## config.mk

```make
export PLATFORM = sky130hd
export DESIGN_NAME = w2s_ram
export DESIGN_NICKNAME = d
export VERILOG_FILES = /design/src/rtl/w2s_ram.sv
export SDC_FILE = /design/constraint.sdc
export NUM_CORES = 1
export LEC_CHECK = 0
export BUFFER_PORTS_ARGS = -buffer_cell sky130_fd_sc_hd__buf_2
export CAP_MARGIN = 20
export CELL_PAD_IN_SITES_DETAIL_PLACEMENT = 1
export CELL_PAD_IN_SITES_GLOBAL_PLACEMENT = 1
export CORE_ASPECT_RATIO = 0.8
export CORE_UTILIZATION = 30
export DETAILED_ROUTE_END_ITERATION = 10
export PLACE_DENSITY_LB_ADDON = 0.1
export SYNTH_ARGS = -nofsm -noshare
export SYNTH_HDL_FRONTEND = slang
export SYNTH_SLANG_ARGS = --single-unit
```

## constraint.sdc

```tcl
create_clock -name i_clk -period 4.6 [get_ports i_clk]
set_clock_uncertainty 0.1 [all_clocks]
set_input_delay 0.69 -clock i_clk [delete_from_list [all_inputs] [get_ports i_clk]]
set_output_delay 0.69 -clock i_clk [all_outputs]
set_load 0.1 [all_outputs]
```

## src/rtl/w2s_ram.sv

```systemverilog
// ----------------------------------------------------------------------------
// w2s_ram
// Generic single-write, single-read synchronous RAM with registered read data.
// ----------------------------------------------------------------------------
`default_nettype none

module w2s_ram #(
    parameter int unsigned WIDTH = 32,
    parameter int unsigned DEPTH = 32
) (
    input  wire logic                     i_clk,
    input  wire logic                     i_we,
    input  wire logic [$clog2(DEPTH)-1:0] i_waddr,
    input  wire logic [WIDTH-1:0]         i_wdata,
    input  wire logic [$clog2(DEPTH)-1:0] i_raddr,
    output logic      [WIDTH-1:0]         o_rdata
);

    logic [WIDTH-1:0] r_mem [DEPTH];

    always_ff @(posedge i_clk) begin
        if (i_we) begin
            r_mem[i_waddr] <= i_wdata;
        end
        o_rdata <= r_mem[i_raddr];
    end

endmodule

`default_nettype wire

```

==> impl_results.md, run 1 <==
* Outcome: finished, final reports clean
* FF/Latch Area at about 31000 sq um
* CTS tree: done
* Hpwl dp at between 60 and 70 mm
* Initial core utilization at between 30% and 40%
* Post-synth top area share at between 70% and 80%
* CTS buffer count at between 100 and 150
* Multi-input gate area at 8610 sq um
* Final ANT Viol Nets at 0
* H-tree depth at 3
* Final Max Tran Viols at 0
* Layout fillers at roughly 13000
* Slew @ Worst Pin at between 0.9 and 1 ns
* YS warnings at 0
* Area Growth Syn to Fin at 16.9%
* Core Box Area at approximately 130000 sq um
* Crit path DAT at 2.84 ns
* Total GRT Usage at between 10% and 20%
* Cts repair resizes at 0
* CTS Sinks at around 1100
* Vias at 21100
* Part of the power in registers at about 50%
* Leak at ~0.016 uW
* PortBufs at 75
* Vias per std cell at ~5
* Reg clk slew, reported paths at around 0.060 ns
* Fmax at around 0.39 GHz
* Cell count after synthesis at between 2000 and 2500
* Die height at about 330 microns
* Pin count of the biggest net entering global routing at 54
* Net Switching at 4880 uW
* First-pass GRT wire length at ~170 mm
* WL per Instance at between 20 and 30 microns
* WS Path Type: input pin to flop
* Top post-synthesis cells by area: edfxtp_1, mux2i_1, a22oi_1, dfxtp_1, a22o_1
* Register area share after synthesis at ~78%
* Routed WL at 119 mm
* R2R setup slack at between 2 and 3 ns
* Final setup margin at approximately 2 ns
* Initial DRC Count at between 1000 and 1500
* Critical Path End Type: flop
* Clk root buf: clkbuf_16
* Initial antenna violation count at 4
* Syn_nets at roughly 2300
* Largest driver fanout on the critical path at 17
* Clock Path Buffers at 3
* Chip width at ~410 microns
* R2R depth at 5
* Sw frac at a little under a quarter
* Cell taking the most area after synthesis: edfxtp_1
* Combinational share of power at 6.4%
* Tcrit/Tclk final at 55.2%
* Maximum VDD drop at between 200 and 300 uV
* # IOs at 76
* FP Rows at 120
* Placed cells at about 4000
* Hold_buf cts at 0
* Hold Path Depth at 1
* Mapped cell area at 40500 sq um
* Final Hold Viols at 0
* Layout cells sized above 1 at 14.8%
* Non-filler instance count after layout at roughly 4300
* Clk Latency, worst-skew pair at slightly above 0.7 ns
* Setup TNS at 0 ns
* Total congestion overflow at 0
* Slew HR at about a third
* Vias in the first global route at 22500
* Fin crit period at approximately 2.5 ns
* #FFs+latches synth at about 1100
* Die ar. at roughly 140000 sq um
* RSZ-0062 raised after global routing: false
* Hold Path Class: input pin to flop
* Cell Pwr Density at 451 nW/um^2
* Fin nets at 2451
* GPL Wtd Cong at about 0.73
* CP Launch Type: input pin
* Synth Area per Inst at 17.9 sq um
* Crit path required time at around 4.9 ns
* Dpl ws at ~1.3 ns
* Clock share of power at a little over two fifths
* Residual DRC count at 0
* Max-cap violations at 0
* Count of cell types in the netlist at 25
* Internal power at ~16000 uW
* DRT Pass-1 Iters at 6
* Setup violations, final at 0
* Post-CTS setup buffer count at 0
-- layer usage --
layer,GRT usage (%),wire length (microns)
met5,0,0
met2,27.7,54600
met3,2.59,3680
met1,25.0,58000
met4,4.70,2910
-- worst max-delay path, cell delays in order --
cell      delay [ns]
buf_2           0.12
nand3b_1        0.72
nor2_4          0.89
buf_4           0.38
-- placed cells by master (no fill, tap or decap), types with 57 or more instances in the layout --
master / n
edfxtp_1: 1024
mux2i_1: 512
clkbuf_16: 119
nand3_1: 98
nand2_1: 97
a22oi_1: 96
a21oi_1: 96
buf_2: 74
a22o_1: 64
buf_4: 57
-- Yosys cell counts, drive strengths merged --
library cell  number
clkbuf            48
buf               79
nor3              32
a31oi             32
nor2b              1
dfxtp             32
nand3b             5
nand2b             2
or2                1
mux2i            512
nor2              34
nand2             98
edfxtp          1024
or3b               3
a21oi             96
and2b              1
and2               1
or3                1
nand3             98
a22o              64
a22oi             96
-- path summary, 6_finish.rpt --
kind,from,endpoint
worst max register to register,r_mem[1][27],o_rdata[27]
worst min register to register,r_mem[27][14],o_rdata[14]
worst max-delay path,i_waddr[0],r_mem[22][28]
worst min-delay path,i_wdata[24],r_mem[5][24]
-- cell families after synthesis --
kind of cell | share of synthesized area (%)
and+or+nand+nor | 3.10
muxes | 12.7
AOI/OAI and AO/OA | 4.85
DFF | 77.5
buffers and inverters | 1.86
-- stage by stage --
step	hold WS (ns)	utilization, %	total power (uW)	cell area (sq um)
global route	0.402	35.3	22000	47300
CTS	0.356	35.3	21600	47300
global placement	0.487	32.5	12300	43500
detailed placement	0.500	32.5	12300	43600
finish	0.418	35.3	21300	47300
floorplan	0.453	-	11800	40500
-- layout make-up --
class                           instances  share of cell area (%)
Clock inverter                         66                    1.33
Sequential cell                      1056                    66.3
Antenna cell                            1                 0.00529
Clock buffer                          148                    6.59
Timing Repair Buffer                  159                    2.86
Multi-Input combinational cell       1077                    18.2
Tap cell                             1769                    4.68
-- registers in the layout, indices dropped and copies added (netlist names) --
| name | count |
|---|---|
| o_rdata | 32 |
| r_mem | 1024 |
-- power groups by stage --
stage | clock network [uW] | logic (uW) | registers [uW]
6_report | 9230 | 1360 | 10800
5_1_grt | 9800 | 1440 | 10800
4_1_cts | 9500 | 1390 | 10800
3_5_place_dp | 0 | 1390 | 11000
3_3_place_gp | 0 | 1370 | 11000
2_1_floorplan | 0 | 553 | 11200
No activity file was read; power rests on OpenSTA's default activity.
==> inputs of run 2 (changes only) <==
Clock period 4.6 ns to 2.6 ns, I/O delays scaled along.
==> run 2 against run 1 <==
Sequential share of layout area is 1.9 points lower; sequential cell count stayed put; clock power is 81% higher; via count is 1.8% higher; core utilization is 1.1 points higher; cell area is 3.0% higher; critical path type is now flop to primary output.
==> impl_results.md, run 2 (synthesized netlist as in run 1, its figures left out) <==
* Outcome: finished, final reports clean (unchanged)
* Antenna Cells at 0 (was 1)
* DRT Pass-1 Iters at 5 (was 6)
* R2R setup slack at 0.85 ns (was 2.93 ns)
* Total GRT Usage at 17.8% (was 17.5%)
* Initial core utilization at 30.2% (unchanged)
* Maximum VDD drop at 525 uV (was 289 uV)
* CP max-delay cell: buf_2 (was nor2_4)
* Vias in the first global route at 23000 (was 22500)
* Hold_buf cts at 0 (unchanged)
* Die height at 331 microns (unchanged)
* RSZ-0062 raised after global routing: false (unchanged)
* Largest driver fanout on the critical path at 1 (was 17)
* Layout cells sized above 1 at 17.8% (was 14.8%)
* Largest register by flop count: r_mem (unchanged)
* Fin crit period at around 2.1 ns
* Initial antenna violation count at 10 (was 4)
* Leak at 0.0169 uW (was 0.0162 uW)
* Cts repair resizes at 0 (unchanged)
* Top Registers: r_mem: 1024 flops, o_rdata: 32 flops (unchanged)
* Hold Path Depth at 1 (unchanged)
* Critical Path End Type: primary output (was flop)
* Final Max Tran Viols at 0 (unchanged)
* Fmax at between 0.4 and 0.5 GHz
* Vias per std cell at 4.90 (was 4.93)
* Pin count of the biggest net entering global routing at 48 (was 54)
* WHS Endpoint: r_mem[11][21] (was r_mem[5][24])
* CTS tree: done (unchanged)
* CTS Sinks at 1056 (unchanged)
* Max reg flops at 1024 (unchanged)
* Area Growth Syn to Fin at 20.4% (was 16.9%)
* Final ANT Viol Nets at 0 (unchanged)
* Hold Path Class: input pin to flop (unchanged)
* Setup TNS at 0 ns (unchanged)
* Setup violations, final at 0 (unchanged)
* CTS buffer count at 114 (was 113)
* Total congestion overflow at 0 (unchanged)
* Reg clk slew, reported paths at 0.06 ns (about the same)
* Routed WL at 122 mm (was 119 mm)
* Chip width at 413 microns (unchanged)
* Post-CTS setup buffer count at 0 (unchanged)
* Die ar. at 136000 sq um (unchanged)
* # IOs at 76 (unchanged)
* Initial DRC Count at 1412 (was 1361)
* R2R depth at 6 (was 5)
* H-tree depth at 3 (unchanged)
* Tcrit/Tclk final at 81.8%
* Clock Path Buffers at 3 (unchanged)
* Placed cells at 4159 (was 4061)
* First-pass GRT wire length at 172 mm (was 169 mm)
* FP Rows at 120 (unchanged)
* Clk Latency, worst-skew pair at 0.72 ns (was 0.71 ns)
* WL per Instance at 27.8 microns (was 27.9 microns)
* Cell Pwr Density at 784 nW/um^2 (was 451 nW/um^2)
* PortBufs at 75 (unchanged)
* Crit path max-delay family: buffers and inverters (was simple AND/OR/NAND/NOR gates)
* Slew HR at 52.2% (was 34.2%)
* Slew @ Worst Pin at 0.716 ns (was 0.985 ns)
* WS Path Type: flop to primary output (was input pin to flop)
* Hold wc startpoint: i_wdata[21] (was i_wdata[24])
* Hpwl dp at 70.6 mm (was 69.0 mm)
* Slowest Stage Delay on Critical Path at 0.48 ns (was 0.89 ns)
* Non-filler instance count after layout at 4375 (was 4276)
* Most common cell after layout, fill and taps aside: edfxtp_1 (unchanged)
* RR Endpoint: o_rdata[4] (was o_rdata[27])
* CP Cell Sequence: buf_2 (was buf_2, nand3b_1, nor2_4, buf_4)
* Residual DRC count at 0 (unchanged)
* GPL Wtd Cong at 0.736 (was 0.731)
* Crit path required time at 2.11 ns (was 4.89 ns)
* WP buf/inv at 1 (was 2)
* Leading cell types in the layout, fill and taps excluded: edfxtp_1, mux2i_1, clkbuf_16 (unchanged)
* Placed inst area at 44900 sq um (was 43600 sq um)
* Vias at 21500 (was 21100)
* Final Hold Viols at 0 (unchanged)
* Cell area after layout at 48700 sq um (was 47300 sq um)
* Max-cap violations at 0 (unchanged)
* Fin nets at 2550 (was 2451)
* Worst reg2reg startpoint: r_mem[7][4] (was r_mem[1][27])
* CP Launch Type: flop (was input pin)
* Clk root buf: clkbuf_16 (unchanged)
* Crit path DAT at 1.64 ns (was 2.84 ns)
* Core Box Area at 134000 sq um (unchanged)
-- run 2: routing by layer --
layer	global-route usage, %	routed length, microns
met5	0	24
met1	25.0	58100
met2	29.1	57300
met4	4.22	2430
met3	2.64	3950
-- run 2: cell type report --
class                   instances  area (sq um)
clock inverters                50           614
fillers                     13300         85200
multi-input cells            1077          8610
repair buffers                257          2680
well taps                    1769          2210
flip-flops and latches       1056         31400
clock buffers                 166          3220
-- run 2: worst max-delay path by stage --
stage / startpoint / endpoint / slack, ns / depth (start not counted)
floorplan: i_waddr[1] / r_mem[12][0] / -0.32 / 3
detailed placement: i_raddr[0] / o_rdata[29] / 0.02 / 9
finish: o_rdata[13] / o_rdata[13] / 0.47 / 1
global route: o_rdata[15] / o_rdata[15] / 0.42 / 1
CTS: o_rdata[14] / o_rdata[14] / 0.40 / 1
global placement: i_raddr[0] / o_rdata[29] / -0.02 / 9
-- run 2: report_power, final --
part / leakage (uW) / total, uW / internal [uW] / switching (uW)
logic: 0.00557 / 2520 / 740 / 1780
registers: 0.00949 / 19000 / 18900 / 89.8
clock network: 0.00187 / 16700 / 9870 / 6790
total: 0.0169 / 38200 / 29500 / 8660
-- run 2: per-stage QoR --
step / worst slack (ns) / power [uW] / utilization (%) / hold slack [ns]
4_1_cts: 0.401 / 38700 / 36.4 / 0.0214
3_3_place_gp: -0.0177 / 21900 / 33.5 / 0.495
6_report: 0.472 / 38200 / 36.4 / 0.0708
3_5_place_dp: 0.0185 / 22000 / 33.5 / 0.496
2_1_floorplan: -0.324 / 20800 / - / 0.389
5_1_grt: 0.419 / 39400 / 36.4 / 0.0538
==> inputs of run 3 (changes only) <==
Clock period 2.6 ns to 2.01 ns, I/O delays scaled along.
==> run 3 against run 2 <==
Via count up 2.5%; count of clock-buffer cells in the layout up 6; routed wire length up 2.8%; sequential cell count unchanged.
==> impl_results.md, run 3 (synthesized netlist as in run 1, its figures left out) <==
* Outcome: finished, final reports clean (unchanged)
* Area Growth Syn to Fin at 22.4% (was 20.4%)
* Vias in the first global route at 23100 (was 23000)
* WL per Instance at 28.0 microns (was 27.8 microns)
* Most common cell after layout, fill and taps aside: edfxtp_1 (unchanged)
* Crit path DAT at 1.52 ns (was 1.64 ns)
* WS Path Type: flop to primary output (unchanged)
* CTS tree: done (unchanged)
* FP Rows at 120 (unchanged)
* Clock Path Buffers at 3 (unchanged)
* CTS Sinks at 1056 (unchanged)
* Routed WL at 125 mm (was 122 mm)
* CP Cell Sequence: buf_2 (unchanged)
* Slowest Stage Delay on Critical Path at 0.44 ns (was 0.48 ns)
* CP Launch Type: flop (unchanged)
* H-tree depth at 3 (unchanged)
* Initial DRC Count at 1310 (was 1412)
* Clk root buf: clkbuf_16 (unchanged)
* WP buf/inv at 1 (unchanged)
* Final ANT Viol Nets at 0 (unchanged)
* Hold Path Class: input pin to flop (unchanged)
* Maximum VDD drop at 693 uV (was 525 uV)
* Fin nets at 2648 (was 2550)
* Total congestion overflow at 0 (unchanged)
* Vias per std cell at 4.92 (was 4.90)
* DRT Pass-1 Iters at 5 (unchanged)
* Layout fillers at 13200 (was 13300)
* Finished Core Util at 37.0% (was 36.4%)
* Total GRT Usage at 18.4% (was 17.8%)
* Final Max Tran Viols at 0 (unchanged)
* Layout cells sized above 1 at 19.7% (was 17.8%)
* Leading cell types in the layout, fill and taps excluded: edfxtp_1, mux2i_1, buf_4 (was edfxtp_1, mux2i_1, clkbuf_16)
* Residual DRC count at 0 (unchanged)
* Initial core utilization at 30.2% (unchanged)
* Dpl ws at -0.256 ns (was 0.0185 ns)
* Top Registers: r_mem: 1024 flops, o_rdata: 32 flops (unchanged)
* Largest register by flop count: r_mem (unchanged)
* Reg clk slew, reported paths at 0.06 ns (about the same)
* Vias at 22000 (was 21500)
* Tcrit/Tclk final at roughly 96%
* Initial antenna violation count at 5 (was 10)
* Placed inst area at 45700 sq um (was 44900 sq um)
* Setup violations, final at 0 (unchanged)
* CP max-delay cell: buf_2 (unchanged)
* First-pass GRT wire length at 177 mm (was 172 mm)
* Crit path required time at 1.61 ns (was 2.11 ns)
* Largest driver fanout on the critical path at 1 (unchanged)
* Leak at 0.0174 uW (was 0.0169 uW)
* Slew @ Worst Pin at 0.662 ns (was 0.716 ns)
* PortBufs at 75 (unchanged)
* Die height at 331 microns (unchanged)
* Pin count of the biggest net entering global routing at 37 (was 48)
* RSZ-0062 raised after global routing: false (unchanged)
* Die ar. at 136000 sq um (unchanged)
* Worst Hold Slack at 0.0344 ns (was 0.0708 ns)
* Cell Pwr Density at 974 nW/um^2 (was 784 nW/um^2)
* Chip width at 413 microns (unchanged)
* Max reg flops at 1024 (unchanged)
* Setup TNS at 0 ns (unchanged)
* Crit path max-delay family: buffers and inverters (unchanged)
* Fmax at 0.521 GHz
* Core Box Area at 134000 sq um (unchanged)
* Critical Path End Type: primary output (unchanged)
* Hpwl dp at 74.7 mm (was 70.6 mm)
* Slew HR at 55.9% (was 52.2%)
* Max-cap violations at 0 (unchanged)
* CTS buffer count at 112 (was 114)
* Fin crit period at between 1.5 and 2 ns
* GPL Wtd Cong at 0.729 (was 0.736)
* Final Hold Viols at 0 (unchanged)
* Final setup margin at 0.0903 ns (was 0.472 ns)
* Clk Latency, worst-skew pair at 0.71 ns (was 0.72 ns)
* # IOs at 76 (unchanged)
* Cell area after layout at 49600 sq um (was 48700 sq um)
==> run 3: cell types whose count changed in the layout (fill, tap and decap cells not counted), sizes merged <==
| cell | previous run | this run |
|---|---|---|
| buf | 257 | 334 |
| bufinv | 13 | 4 |
| clkbuf | 166 | 172 |
| clkinv | 32 | 37 |
| clkinvlp | 1 | 0 |
| diode | 0 | 1 |
| dlygate4sd3 | 0 | 23 |
| inv | 4 | 1 |
==> run 3: repair_timing <==
| action | CTS | global route |
|---|---|---|
| setup buffers | 0 | 0 |
| hold buffers | 23 | 0 |
| endpoints found under the hold margin | 707 | 0 |
| setup endpoints to repair | 14 | 0 |
| resized for setup | 17 | 0 |
==> run 3: path summary, 6_finish.rpt <==
path / from / end / slack, ns / cells after the start
worst max register to register: r_mem[2][23] / o_rdata[23] / 0.33 / 6
worst min register to register: r_mem[16][27] / o_rdata[27] / 0.50 / 4
worst min-delay path: i_wdata[26] / r_mem[30][26] / 0.03 / 1
worst max-delay path: o_rdata[17] / o_rdata[17] / 0.09 / 1
==> run 3: stage by stage <==
step	total power [uW]	instances
CTS	49000	4473
detailed placement	28500	4236
finish	48300	4474
floorplan	26900	2260
global placement	28500	4236
global route	49900	4474
==> run 3: area by class of cell <==
cell class / instances / area (sq um) / share of cell area, %
Sequential cell: 1056 / 31400 / 63.3
Multi-Input combinational cell: 1077 / 8610 / 17.4
Timing Repair Buffer: 357 / 3740 / 7.56
Clock buffer: 172 / 3250 / 6.56
Tap cell: 1769 / 2210 / 4.47
Clock inverter: 42 / 342 / 0.689
Antenna cell: 1 / 2.50 / 0.00505
==> run 3: power by group <==
group	switching [uW]	internal (uW)	total, uW	leakage, uW
clock	8590	11600	20200	0.00176
sequential	125	24500	24600	0.00949
combinational	2350	1120	3470	0.00614
total	11100	37200	48300	0.0174
==> run 3: routing by layer <==
metal	up-vias	routed length [microns]	track usage (%)
met5	-	0	0
met4	0	2510	4.19
met3	152	4230	2.84
met2	393	57700	29.1
met1	11700	60700	26.7
li1	9706	-	-
